$ cat config.mk
export PLATFORM = sky130hd
export DESIGN_NAME = epoch_seconds_to_calendar_fields
export DESIGN_NICKNAME = d
export VERILOG_FILES = /design/src/rtl/es2cf_pkg.sv /design/src/rtl/es2cf_civil.sv /design/src/rtl/epoch_seconds_to_calendar_fields.sv
export SDC_FILE = /design/constraint.sdc
export NUM_CORES = 2
export LEC_CHECK = 0
export ABC_AREA = 1
export BUFFER_PORTS_ARGS = -buffer_cell sky130_fd_sc_hd__buf_4
export CAP_MARGIN = 30
export CORE_MARGIN = 2
export CORE_UTILIZATION = 45
export DETAILED_ROUTE_END_ITERATION = 8
export HOLD_SLACK_MARGIN = 0.05
export SYNTH_ARGS = -nofsm -noshare
export SYNTH_HDL_FRONTEND = slang
export SYNTH_SLANG_ARGS = --single-unit
$ cat constraint.sdc
create_clock -name clk_i -period 5.42 [get_ports clk_i]
set_input_delay 0.271 -clock clk_i [delete_from_list [all_inputs] [get_ports clk_i]]
set_output_delay 0.271 -clock clk_i [all_outputs]
set_load 0.01 [all_outputs]
$ cat src/rtl/es2cf_pkg.sv
// Constants and tables shared by the epoch-to-calendar pipeline.
// No dependencies; used by es2cf_civil and epoch_seconds_to_calendar_fields.
package es2cf_pkg;

  // Day split: secs / 86400 == (secs >> 7) / 675, reciprocal with 35 fraction bits
  localparam logic [25:0] RecipDay   = 26'd50903317;
  localparam int unsigned DayShift   = 35;
  localparam logic [16:0] SecsPerDay = 17'd86400;

  // Shift day 0 to 0000-03-01, then subtract the era base (era is 4 or 5 here)
  localparam logic [19:0] EpochShift = 20'd719468;
  localparam logic [19:0] Era4Base   = 20'd584388;
  localparam logic [19:0] Era5Base   = 20'd730485;

  // Century boundaries inside an era
  localparam logic [17:0] Cent1 = 18'd36524;
  localparam logic [17:0] Cent2 = 18'd73048;
  localparam logic [17:0] Cent3 = 18'd109572;
  localparam logic [17:0] Cent4 = 18'd146096;

  // (doe >> 2) / 365 with 25 fraction bits gives doe / 1460
  localparam logic [16:0] Recip1460 = 17'd91930;
  // n / 365 with 27 fraction bits
  localparam logic [18:0] Recip365  = 19'd367720;
  // v / 153 with 19 fraction bits
  localparam logic [11:0] Recip153  = 12'd3427;

  // (sod >> 4) / 225 with 21 fraction bits gives sod / 3600
  localparam logic [13:0] Recip3600   = 14'd9321;
  localparam logic [16:0] SecsPerHour = 17'd3600;
  // (rh >> 2) / 15 with 14 fraction bits gives rh / 60
  localparam logic [10:0] Recip60     = 11'd1093;
  localparam logic [11:0] SecsPerMin  = 12'd60;

  // First day of year (March based) for each shifted month: (153 * mp + 2) / 5
  function automatic logic [8:0] month_start(input logic [3:0] mp);
    logic [8:0] res;
    case (mp)
      4'd0:    res = 9'd0;
      4'd1:    res = 9'd31;
      4'd2:    res = 9'd61;
      4'd3:    res = 9'd92;
      4'd4:    res = 9'd122;
      4'd5:    res = 9'd153;
      4'd6:    res = 9'd184;
      4'd7:    res = 9'd214;
      4'd8:    res = 9'd245;
      4'd9:    res = 9'd275;
      4'd10:   res = 9'd306;
      4'd11:   res = 9'd337;
      default: res = 9'd0;
    endcase
    return res;
  endfunction

endpackage

$ cat src/rtl/es2cf_civil.sv
// Civil-from-days pipeline: day count since 1970-01-01 to month and day of month.
// Seven register levels, one item per cycle. Uses es2cf_pkg.
module es2cf_civil (
  input  logic        clk_i,
  input  logic [15:0] days_i,
  output logic [3:0]  month_o,
  output logic [4:0]  day_o
);

  logic [19:0] z;
  logic [17:0] doe_d;
  logic [17:0] s2_doe_q;

  logic [32:0] s3_pa_q;
  logic [17:0] s3_doe_q;

  logic [7:0]  qa;
  logic [2:0]  qb;
  logic        qc;
  logic [17:0] n_d;
  logic [17:0] s4_n_q;
  logic [17:0] s4_doe_q;

  logic [35:0] s5_py_q;
  logic [17:0] s5_doe_q;

  logic [8:0]  yoe;
  logic [1:0]  c100;
  logic [17:0] yday0;
  logic [8:0]  doy_d;
  logic [8:0]  s6_doy_q;

  logic [10:0] v5;
  logic [22:0] s7_pm_q;
  logic [8:0]  s7_doy_q;

  logic [3:0]  mp;
  logic [3:0]  month_q;
  logic [4:0]  day_q;

  // Day of era: era is 4 or 5 over the whole 32-bit seconds range
  assign z     = 20'(days_i) + es2cf_pkg::EpochShift;
  assign doe_d = (z >= es2cf_pkg::Era5Base) ? 18'(z - es2cf_pkg::Era5Base)
                                            : 18'(z - es2cf_pkg::Era4Base);

  // Leap corrections: doe / 1460, doe / 36524, doe / 146096
  assign qa = s3_pa_q[32:25];

  always_comb begin
    if (s3_doe_q >= es2cf_pkg::Cent4) begin
      qb = 3'd4;
    end else if (s3_doe_q >= es2cf_pkg::Cent3) begin
      qb = 3'd3;
    end else if (s3_doe_q >= es2cf_pkg::Cent2) begin
      qb = 3'd2;
    end else if (s3_doe_q >= es2cf_pkg::Cent1) begin
      qb = 3'd1;
    end else begin
      qb = 3'd0;
    end
  end

  assign qc  = (s3_doe_q == es2cf_pkg::Cent4);
  assign n_d = 18'(s3_doe_q - 18'(qa) + 18'(qb) - 18'(qc));

  // Year of era and day of year
  assign yoe = s5_py_q[35:27];

  always_comb begin
    if (yoe >= 9'd300) begin
      c100 = 2'd3;
    end else if (yoe >= 9'd200) begin
      c100 = 2'd2;
    end else if (yoe >= 9'd100) begin
      c100 = 2'd1;
    end else begin
      c100 = 2'd0;
    end
  end

  assign yday0 = 18'(18'(yoe) * 18'd365 + 18'(yoe[8:2]) - 18'(c100));
  assign doy_d = 9'(s5_doe_q - yday0);

  assign v5 = 11'(11'(s6_doy_q) * 11'd5 + 11'd2);
  assign mp = s7_pm_q[22:19];

  always_ff @(posedge clk_i) begin
    s2_doe_q <= doe_d;

    s3_pa_q  <= 33'(s2_doe_q[17:2]) * 33'(es2cf_pkg::Recip1460);
    s3_doe_q <= s2_doe_q;

    s4_n_q   <= n_d;
    s4_doe_q <= s3_doe_q;

    s5_py_q  <= 36'(s4_n_q) * 36'(es2cf_pkg::Recip365);
    s5_doe_q <= s4_doe_q;

    s6_doy_q <= doy_d;

    s7_pm_q  <= 23'(v5) * 23'(es2cf_pkg::Recip153);
    s7_doy_q <= s6_doy_q;

    // March-based month back to January-based
    month_q  <= (mp < 4'd10) ? 4'(mp + 4'd3) : 4'(mp - 4'd9);
    day_q    <= 5'(s7_doy_q - es2cf_pkg::month_start(mp) + 9'd1);
  end

  assign month_o = month_q;
  assign day_o   = day_q;

endmodule

$ cat src/rtl/epoch_seconds_to_calendar_fields.sv
// Top level: seconds since 1970-01-01 to month, day, hour, minute, second.
// Depends on es2cf_pkg and es2cf_civil.
//
//   channel   | ports                                          | transfer when
//   ----------+------------------------------------------------+-------------------
//   command   | start_i, busy_o, epoch_seconds_i,              | start_i && !busy_o
//             | milliseconds_in_i                              |
//   result    | done_o, month_of_year_o, day_of_month_o,       | done_o
//             | hour_of_day_o, minute_of_hour_o,               |
//             | second_of_minute_o, milliseconds_out_o         |
//
// Eight register stages; done_o is the valid bit of the last stage.
// One command per cycle; busy_o stays low, since the pipeline always advances.
// Stage depth is set by one reciprocal multiply per stage (day split, leap
// corrections, year of era, month) with the time-of-day path in parallel.
// Reset clears the valid bits only; results never wait on the receiver.
module epoch_seconds_to_calendar_fields (
  input  logic        clk_i,
  input  logic        rst_ni,
  input  logic        start_i,
  output logic        busy_o,
  input  logic [31:0] epoch_seconds_i,
  input  logic [9:0]  milliseconds_in_i,
  output logic        done_o,
  output logic [3:0]  month_of_year_o,
  output logic [4:0]  day_of_month_o,
  output logic [4:0]  hour_of_day_o,
  output logic [5:0]  minute_of_hour_o,
  output logic [5:0]  second_of_minute_o,
  output logic [9:0]  milliseconds_out_o
);

  localparam int unsigned NumStages = 8;

  logic                 accept;
  logic [NumStages-1:0] valid_d;
  logic [NumStages-1:0] valid_q;
  logic [9:0]           ms_q [NumStages];

  logic [50:0] s1_prod_q;
  logic [31:0] s1_secs_q;
  logic [15:0] days;

  logic [31:0] s2_dsec_q;
  logic [31:0] s2_secs_q;

  logic [16:0] s3_sod_q;

  logic [26:0] s4_ph_q;
  logic [16:0] s4_sod_q;

  logic [4:0]  hour;
  logic [4:0]  s5_hour_q;
  logic [11:0] s5_rh_q;

  logic [20:0] pm60;
  logic [4:0]  s6_hour_q;
  logic [5:0]  s6_min_q;
  logic [11:0] s6_rh_q;

  logic [4:0]  s7_hour_q;
  logic [5:0]  s7_min_q;
  logic [5:0]  s7_sec_q;

  logic [4:0]  hour_q;
  logic [5:0]  min_q;
  logic [5:0]  sec_q;

  assign busy_o  = 1'b0;
  assign accept  = start_i && !busy_o;
  assign valid_d = {valid_q[NumStages-2:0], accept};

  always_ff @(posedge clk_i or negedge rst_ni) begin
    if (!rst_ni) begin
      valid_q <= '0;
    end else begin
      valid_q <= valid_d;
    end
  end

  // Milliseconds ride along unchanged
  always_ff @(posedge clk_i) begin
    ms_q[0] <= milliseconds_in_i;
    for (int i = 1; i < NumStages; i++) begin
      ms_q[i] <= ms_q[i-1];
    end
  end

  // Whole days from the reciprocal product; seconds of day follow
  assign days = s1_prod_q[50:35];
  assign hour = s4_ph_q[25:21];
  assign pm60 = 21'(s5_rh_q[11:2]) * 21'(es2cf_pkg::Recip60);

  always_ff @(posedge clk_i) begin
    s1_prod_q <= 51'(epoch_seconds_i[31:7]) * 51'(es2cf_pkg::RecipDay);
    s1_secs_q <= epoch_seconds_i;

    s2_dsec_q <= 32'(33'(days) * 33'(es2cf_pkg::SecsPerDay));
    s2_secs_q <= s1_secs_q;

    s3_sod_q  <= 17'(s2_secs_q - s2_dsec_q);

    s4_ph_q   <= 27'(s3_sod_q[16:4]) * 27'(es2cf_pkg::Recip3600);
    s4_sod_q  <= s3_sod_q;

    s5_hour_q <= hour;
    s5_rh_q   <= 12'(s4_sod_q - 17'(17'(hour) * es2cf_pkg::SecsPerHour));

    s6_hour_q <= s5_hour_q;
    s6_min_q  <= pm60[19:14];
    s6_rh_q   <= s5_rh_q;

    s7_hour_q <= s6_hour_q;
    s7_min_q  <= s6_min_q;
    s7_sec_q  <= 6'(s6_rh_q - 12'(12'(s6_min_q) * es2cf_pkg::SecsPerMin));

    hour_q    <= s7_hour_q;
    min_q     <= s7_min_q;
    sec_q     <= s7_sec_q;
  end

  es2cf_civil u_civil (
    .clk_i   (clk_i),
    .days_i  (days),
    .month_o (month_of_year_o),
    .day_o   (day_of_month_o)
  );

  assign done_o             = valid_q[NumStages-1];
  assign hour_of_day_o      = hour_q;
  assign minute_of_hour_o   = min_q;
  assign second_of_minute_o = sec_q;
  assign milliseconds_out_o = ms_q[NumStages-1];

endmodule
# [After elaboration in Yosys (flattened, before gate mapping)]
# Memory sizes are Yosys's and may differ from the RTL's. A register that Yosys moved wholly into a read port is not among the register bits.
# Cells that the tools add are included.
[classes] addsub=17 mul=11 n_lt_le_gt_ge=9 eq_ne=1 muxes=9
[op_table] operator="$mul A25 B26 Y51 const B" n=1
[op_table] operator="$ge A18 B17 Y1 const B" n=2
[op_table] operator="$mul A18 B16 Y33 const B" n=1
[op_table] operator="$mul A16 B16 Y32 const B" n=1
[op_table] operator="$mul A13 B14 Y26 const B" n=1
[op_table] operator="$mul A11 B12 Y23 const B" n=1
[op_table] operator="$add A16 B20 Y20 const B" n=1
[op_table] operator="$ge A20 B20 Y1 const B" n=1
[op_table] operator="$mul A10 B11 Y20 const B" n=1
[op_table] operator="$add A18 B3 Y18" n=1
[op_table] operator="$eq A18 B18 Y1 const B" n=1
[op_table] operator="$ge A18 B16 Y1 const B" n=1
[op_table] operator="$ge A18 B18 Y1 const B" n=1
[op_table] operator="$mux W18" n=1
[op_table] operator="$sub A18 B1 Y18" n=1
[op_table] operator="$sub A18 B16 Y18 const B" n=1
[op_table] operator="$sub A18 B18 Y18 const B" n=1
[op_table] operator="$sub A18 B8 Y18" n=1
[op_table] operator="$sub A17 B17 Y17" n=1
[op_table] operator="$mul A16 B10 Y10 const B" n=1
[op_table] operator="$sub A12 B12 Y12" n=1
[op_table] operator="$add A11 B2 Y11 const B" n=1
[op_table] operator="$mul A9 B3 Y11 const B" n=1
[op_table] operator="$add A9 B7 Y9" n=1
[op_table] operator="18 further kinds" n=22
[totals] register_bits=409 mem_bits_rw=80 romBits=144 input_bits=45 memories=2
[memory_table] name="(name not given)" depth=16 word_bits=9 rd=1 rd_ports_with_merged_regs=1 write_ports=0 line="es2cf_pkg.sv:38" text="case (mp)"
[memory_table] name="ms_q" depth=8 word_bits=10 rd=8 rd_ports_with_merged_regs=0 write_ports=8 line="epoch_seconds_to_calendar_fields.sv:38" text="logic [9:0] ms_q [NumStages];"

# [Longest topological paths before layout]
[depth] ltp_word=7 ltp_mapped=40

# [Hierarchy]
# A second synthesis with hierarchy kept.
[unflattened] cells_unflattened=4815 hier_area_um2=42313.1
[modules_own_cells] module="epoch_seconds_to_calendar_fields" n_inst=1 cells_per_inst=2487 area_per_inst_um2=21922.3 seq_area_each_um2=5044.8
[modules_own_cells] module="es2cf_civil" n_inst=1 cells_per_inst=2328 area_per_inst_um2=20390.8 seq_area_each_um2=2422.3

# [Worst setup path after synthesis]
# Ideal clock, no wire load.
[synth_timing] kind="register to register" from="register u_civil.s6_doy_q[1]" to="register with a tool-made name" setup_ns=0.121 arrival_time_ns=5.903 t_required_ns=5.299 path_slack_ns=-0.604 path_stages_with_launch=36 cell_sequence="dfxtp_1 -> ha_1 -> ha_1 -> nand3_1 -> nand2_1 -> nand2_1 -> nand2_1 -> nand2_1 -> nand2_1 -> a21oi_1 -> o21bai_1 -> nand2_1 -> nand2_1 -> nand2_1 -> nand2_1 -> inv_1 -> ha_1 -> inv_1 -> fa_1 -> fa_1 -> fa_1 -> fa_1 -> inv_1 -> ha_1 -> a21o_1 -> a21oi_1 -> nor2_1 -> o21ai_0 -> nand2_1 -> xor2_1 -> ha_1 -> inv_1 -> nand2_1 -> o21ai_0 -> nand2_1 -> o21ai_0"
[synth_lines] item="from (decl)" line="es2cf_civil.sv:31" text="logic [8:0] s6_doy_q;"
[synth_lines] item="from (signal assigned)" line="es2cf_civil.sv:99" text="s6_doy_q <= doy_d;"

==> impl_metrics.yaml <==
timing:
  fmax_mhz: 172.3
  finalCriticalPeriod_ns: 5.805
  rsz0062_at_grt: "yes"
  min_period_over_period: 1.071
  relSlewSlack: 0.5813
  fin_worst_skew_ns: 0.02753
  timing.final.ws_setup_ns: -0.3850
  hold_slack_ns: 0.1047
  worstMarginPinSlew_ns: 0.6260
  final-hold-violation-count: 0
  setup_viol: 8
  final_max_slew_viol_count: 0
route:
  wl_mm: 85.50
  drt_pre_antenna_iters: 5
  drc_errors: 0
  viasPerCell: 4.784
  drt-wirelength-per-cell_um: 14.56
  vias: 28080
  first_iter_violations: 896
  postRouteAntennaNets: 0
floorplan:
  die_y_um: 303.5
  ios: 83
  initial_core_util: 0.4553
  placementRows: 109
  die_area_um2: 92100
  die_w_um: 303.5
  core-area_um2: 88650
worst_setup_path:
  path_class: "reg -> reg"
  worstPathArrival_ns: 6.31
  critPathMaxStageDelay_ns: 0.55
  slowest_stage: "fa_2"
  startpoint_type: "flip-flop"
  cp_common_cell: "nand2_2"
  endpoint_kind: "flip-flop"
  crit_fanout: 3
  cp_data_required_time_ns: 5.93
global_route:
  grt_max_degree: 22
  grt_pass1_vias: 29810
  grt_pass1_wl_mm: 144.5
  overflow: 0
  antenna_found_initial: 1
  grt.total_usage: 0.1952
synthesis:
  synth_flop_cell: "dfxtp_1"
  synth_cells: 4276
  synth-async-reset-ratio: 0.02156
  ys_warn_count: 0
  ys_ff_latch: 371
  yosysTopAreaCell: "ha_1"
  ys_top_cells_by_area: "ha_1 (29%), fa_1 (24%), dfxtp_1 (18%), inv_1 (9.3%), nand2_1 (4.2%)"
  avgSynthCellArea_um2: 9.439
  ys_seq_area_frac: 0.1850
  ys_types: 51
  synth_top_area_frac: 0.2911
  syn_nets: 5742
  syn-cell-area_um2: 40360
  synth_edf_count: 0
layout:
  final_cell_mix: "inv_1 (996), ha_1 (912), fa_1 (480)"
  syn_to_final_growth_pct: 15.78
  multi_input_area_um2: 29630
  final_area_um2: 46730
  final_common_cell: "inv_1"
  final_layout_size_suffix_gt1_frac: 0.1175
  n_fill_cell: 8197
  finalNetCount: 6139
  regArea_um2: 7483
  diodes: 0
  final_util: 0.5271
cts:
  path_clk_slew_ns: 0.07
  htreeDepth: 2
  cts_root_buffer: "clkbuf_16"
  insertion_delay_ns: 0.60
  clockBufferDepth: 3
  cts.sinks: 371
  cts_tree: "yes"
  numCtsBuffers: 42
flow_run:
  drv_cap: 0
outcome:
  violations: "negative setup slack"
  outcome: "finished, violations left"
placement:
  numPortBuffers: 81
  dp_hpwl_mm: 74.51
  place_congestion: 0.9178
  dpl_cell_area_um2: 44340
min_path:
  hold_path.class: "in -> reg"
## synth_stat cells, types with 3 or more instances
cell type / number
inv_1: 1003
a21oi_1: 209
inv_2: 5
dfxtp_1: 363
o2111ai_1: 4
a21boi_0: 5
xor2_1: 108
nand2_1: 452
nor4_1: 14
o21a_1: 12
fa_1: 482
o21ai_1: 8
a21o_1: 16
dfrtp_1: 8
o21bai_1: 14
xnor2_1: 53
o221ai_1: 4
buf_4: 12
nand2_4: 3
o21ai_0: 125
o211ai_1: 6
nand3b_1: 8
nand3_1: 90
ha_1: 939
nand2_2: 14
nor2_2: 3
a31oi_1: 20
nor2_1: 184
nand4_1: 42
a211oi_1: 6
nor3_1: 37
## state kept, by name (all words and copies together) (netlist names), 10 cells and up, named ones only
| name | cells |
|---|---|
| ms_q | 80 |
| s1_prod_q | 16 |
| u_civil.s4_n_q | 18 |
| u_civil.s3_doe_q | 18 |
| s2_secs_q | 17 |
| s4_sod_q | 12 |
| s2_dsec_q | 10 |
| s5_rh_q | 12 |
| s1_secs_q | 17 |
| s3_sod_q | 17 |
| u_civil.s2_doe_q | 18 |
## what timing repair did
item,4_1_cts,5_1_grt
setup endpoints to repair,9,25
setup buffers,6,6
pin swaps,14,26
gates resized for setup,32,77
hold buffers,28,0
endpoints found under the hold margin,34,0
## stage by stage
step / std cells / setup TNS, ns / setup WS [ns]
2_1_floorplan: 4276 / -0.2810 / -0.1446
6_report: 5870 / -2.218 / -0.3850
4_1_cts: 5864 / -1.648 / -0.3538
5_1_grt: 5870 / -4.639 / -0.7090
3_5_place_dp: 5754 / -6.636 / -0.4934
3_3_place_gp: 5754 / -5.314 / -0.4733
## layout make-up
class                      count  share of cell area
timing repair buffer         367             0.06078
tap                         1165             0.03119
inverter                    1009             0.08116
multi-input combinational   2882              0.6341
sequential                   371              0.1601
clock buffer                  53             0.02490
clock inverter                23            0.007738
## logic make-up (layout without fill, tap and decap cells)
family                   after synthesis  count (layout)  synth area share
other                                  1               1        0.00009291
AND/OR/NAND/NOR                      855             855           0.09036
buffers and inverters               1023            1452           0.09647
XOR/XNOR                             165             165           0.03711
flip-flops                           371             371            0.1850
AO/OA/AOI/OAI                        440             440           0.06079
adder cells (fa/ha/maj)             1421            1421            0.5302
## routing by layer
metal,vias up,track usage,part of all wire
met5,-,0,0
met4,0,0.05357,0.027
met3,119,0.02320,0.027
met2,344,0.3530,0.50
met1,13320,0.2447,0.45
li1,14300,-,-
## worst max-delay path, delay by kind of cell, from the launching register on
kind	cells	cell delay (ns)
fa+ha+maj	9	3.12
simple gates	14	1.01
compound gates	7	0.84
flops	1	0.36
buf+inv	4	0.22
xor+xnor	1	0.16
## final timing paths
kind	start	endpoint	slack, ns	depth (start not counted)
max	u_civil.s6_doy_q[3]$_DFF_P_	flip-flop	-0.38	35
min	epoch_seconds_i[10]	s1_secs_q[10]$_DFF_P_	0.10	2
max reg2reg	u_civil.s6_doy_q[3]$_DFF_P_	flip-flop	-0.38	35
min reg2reg	u_civil.s4_doe_q[2]$_DFF_P_	u_civil.s5_doe_q[2]$_DFF_P_	0.31	0
max in group asynchronous	rst_ni	valid_q[7]$_DFF_PN0_	4.51	3
min in group asynchronous	rst_ni	valid_q[0]$_DFF_PN0_	0.65	3
Power is not shown: default switching activity piles up to over one toggle a cycle in this logic, so the estimate is an artifact.
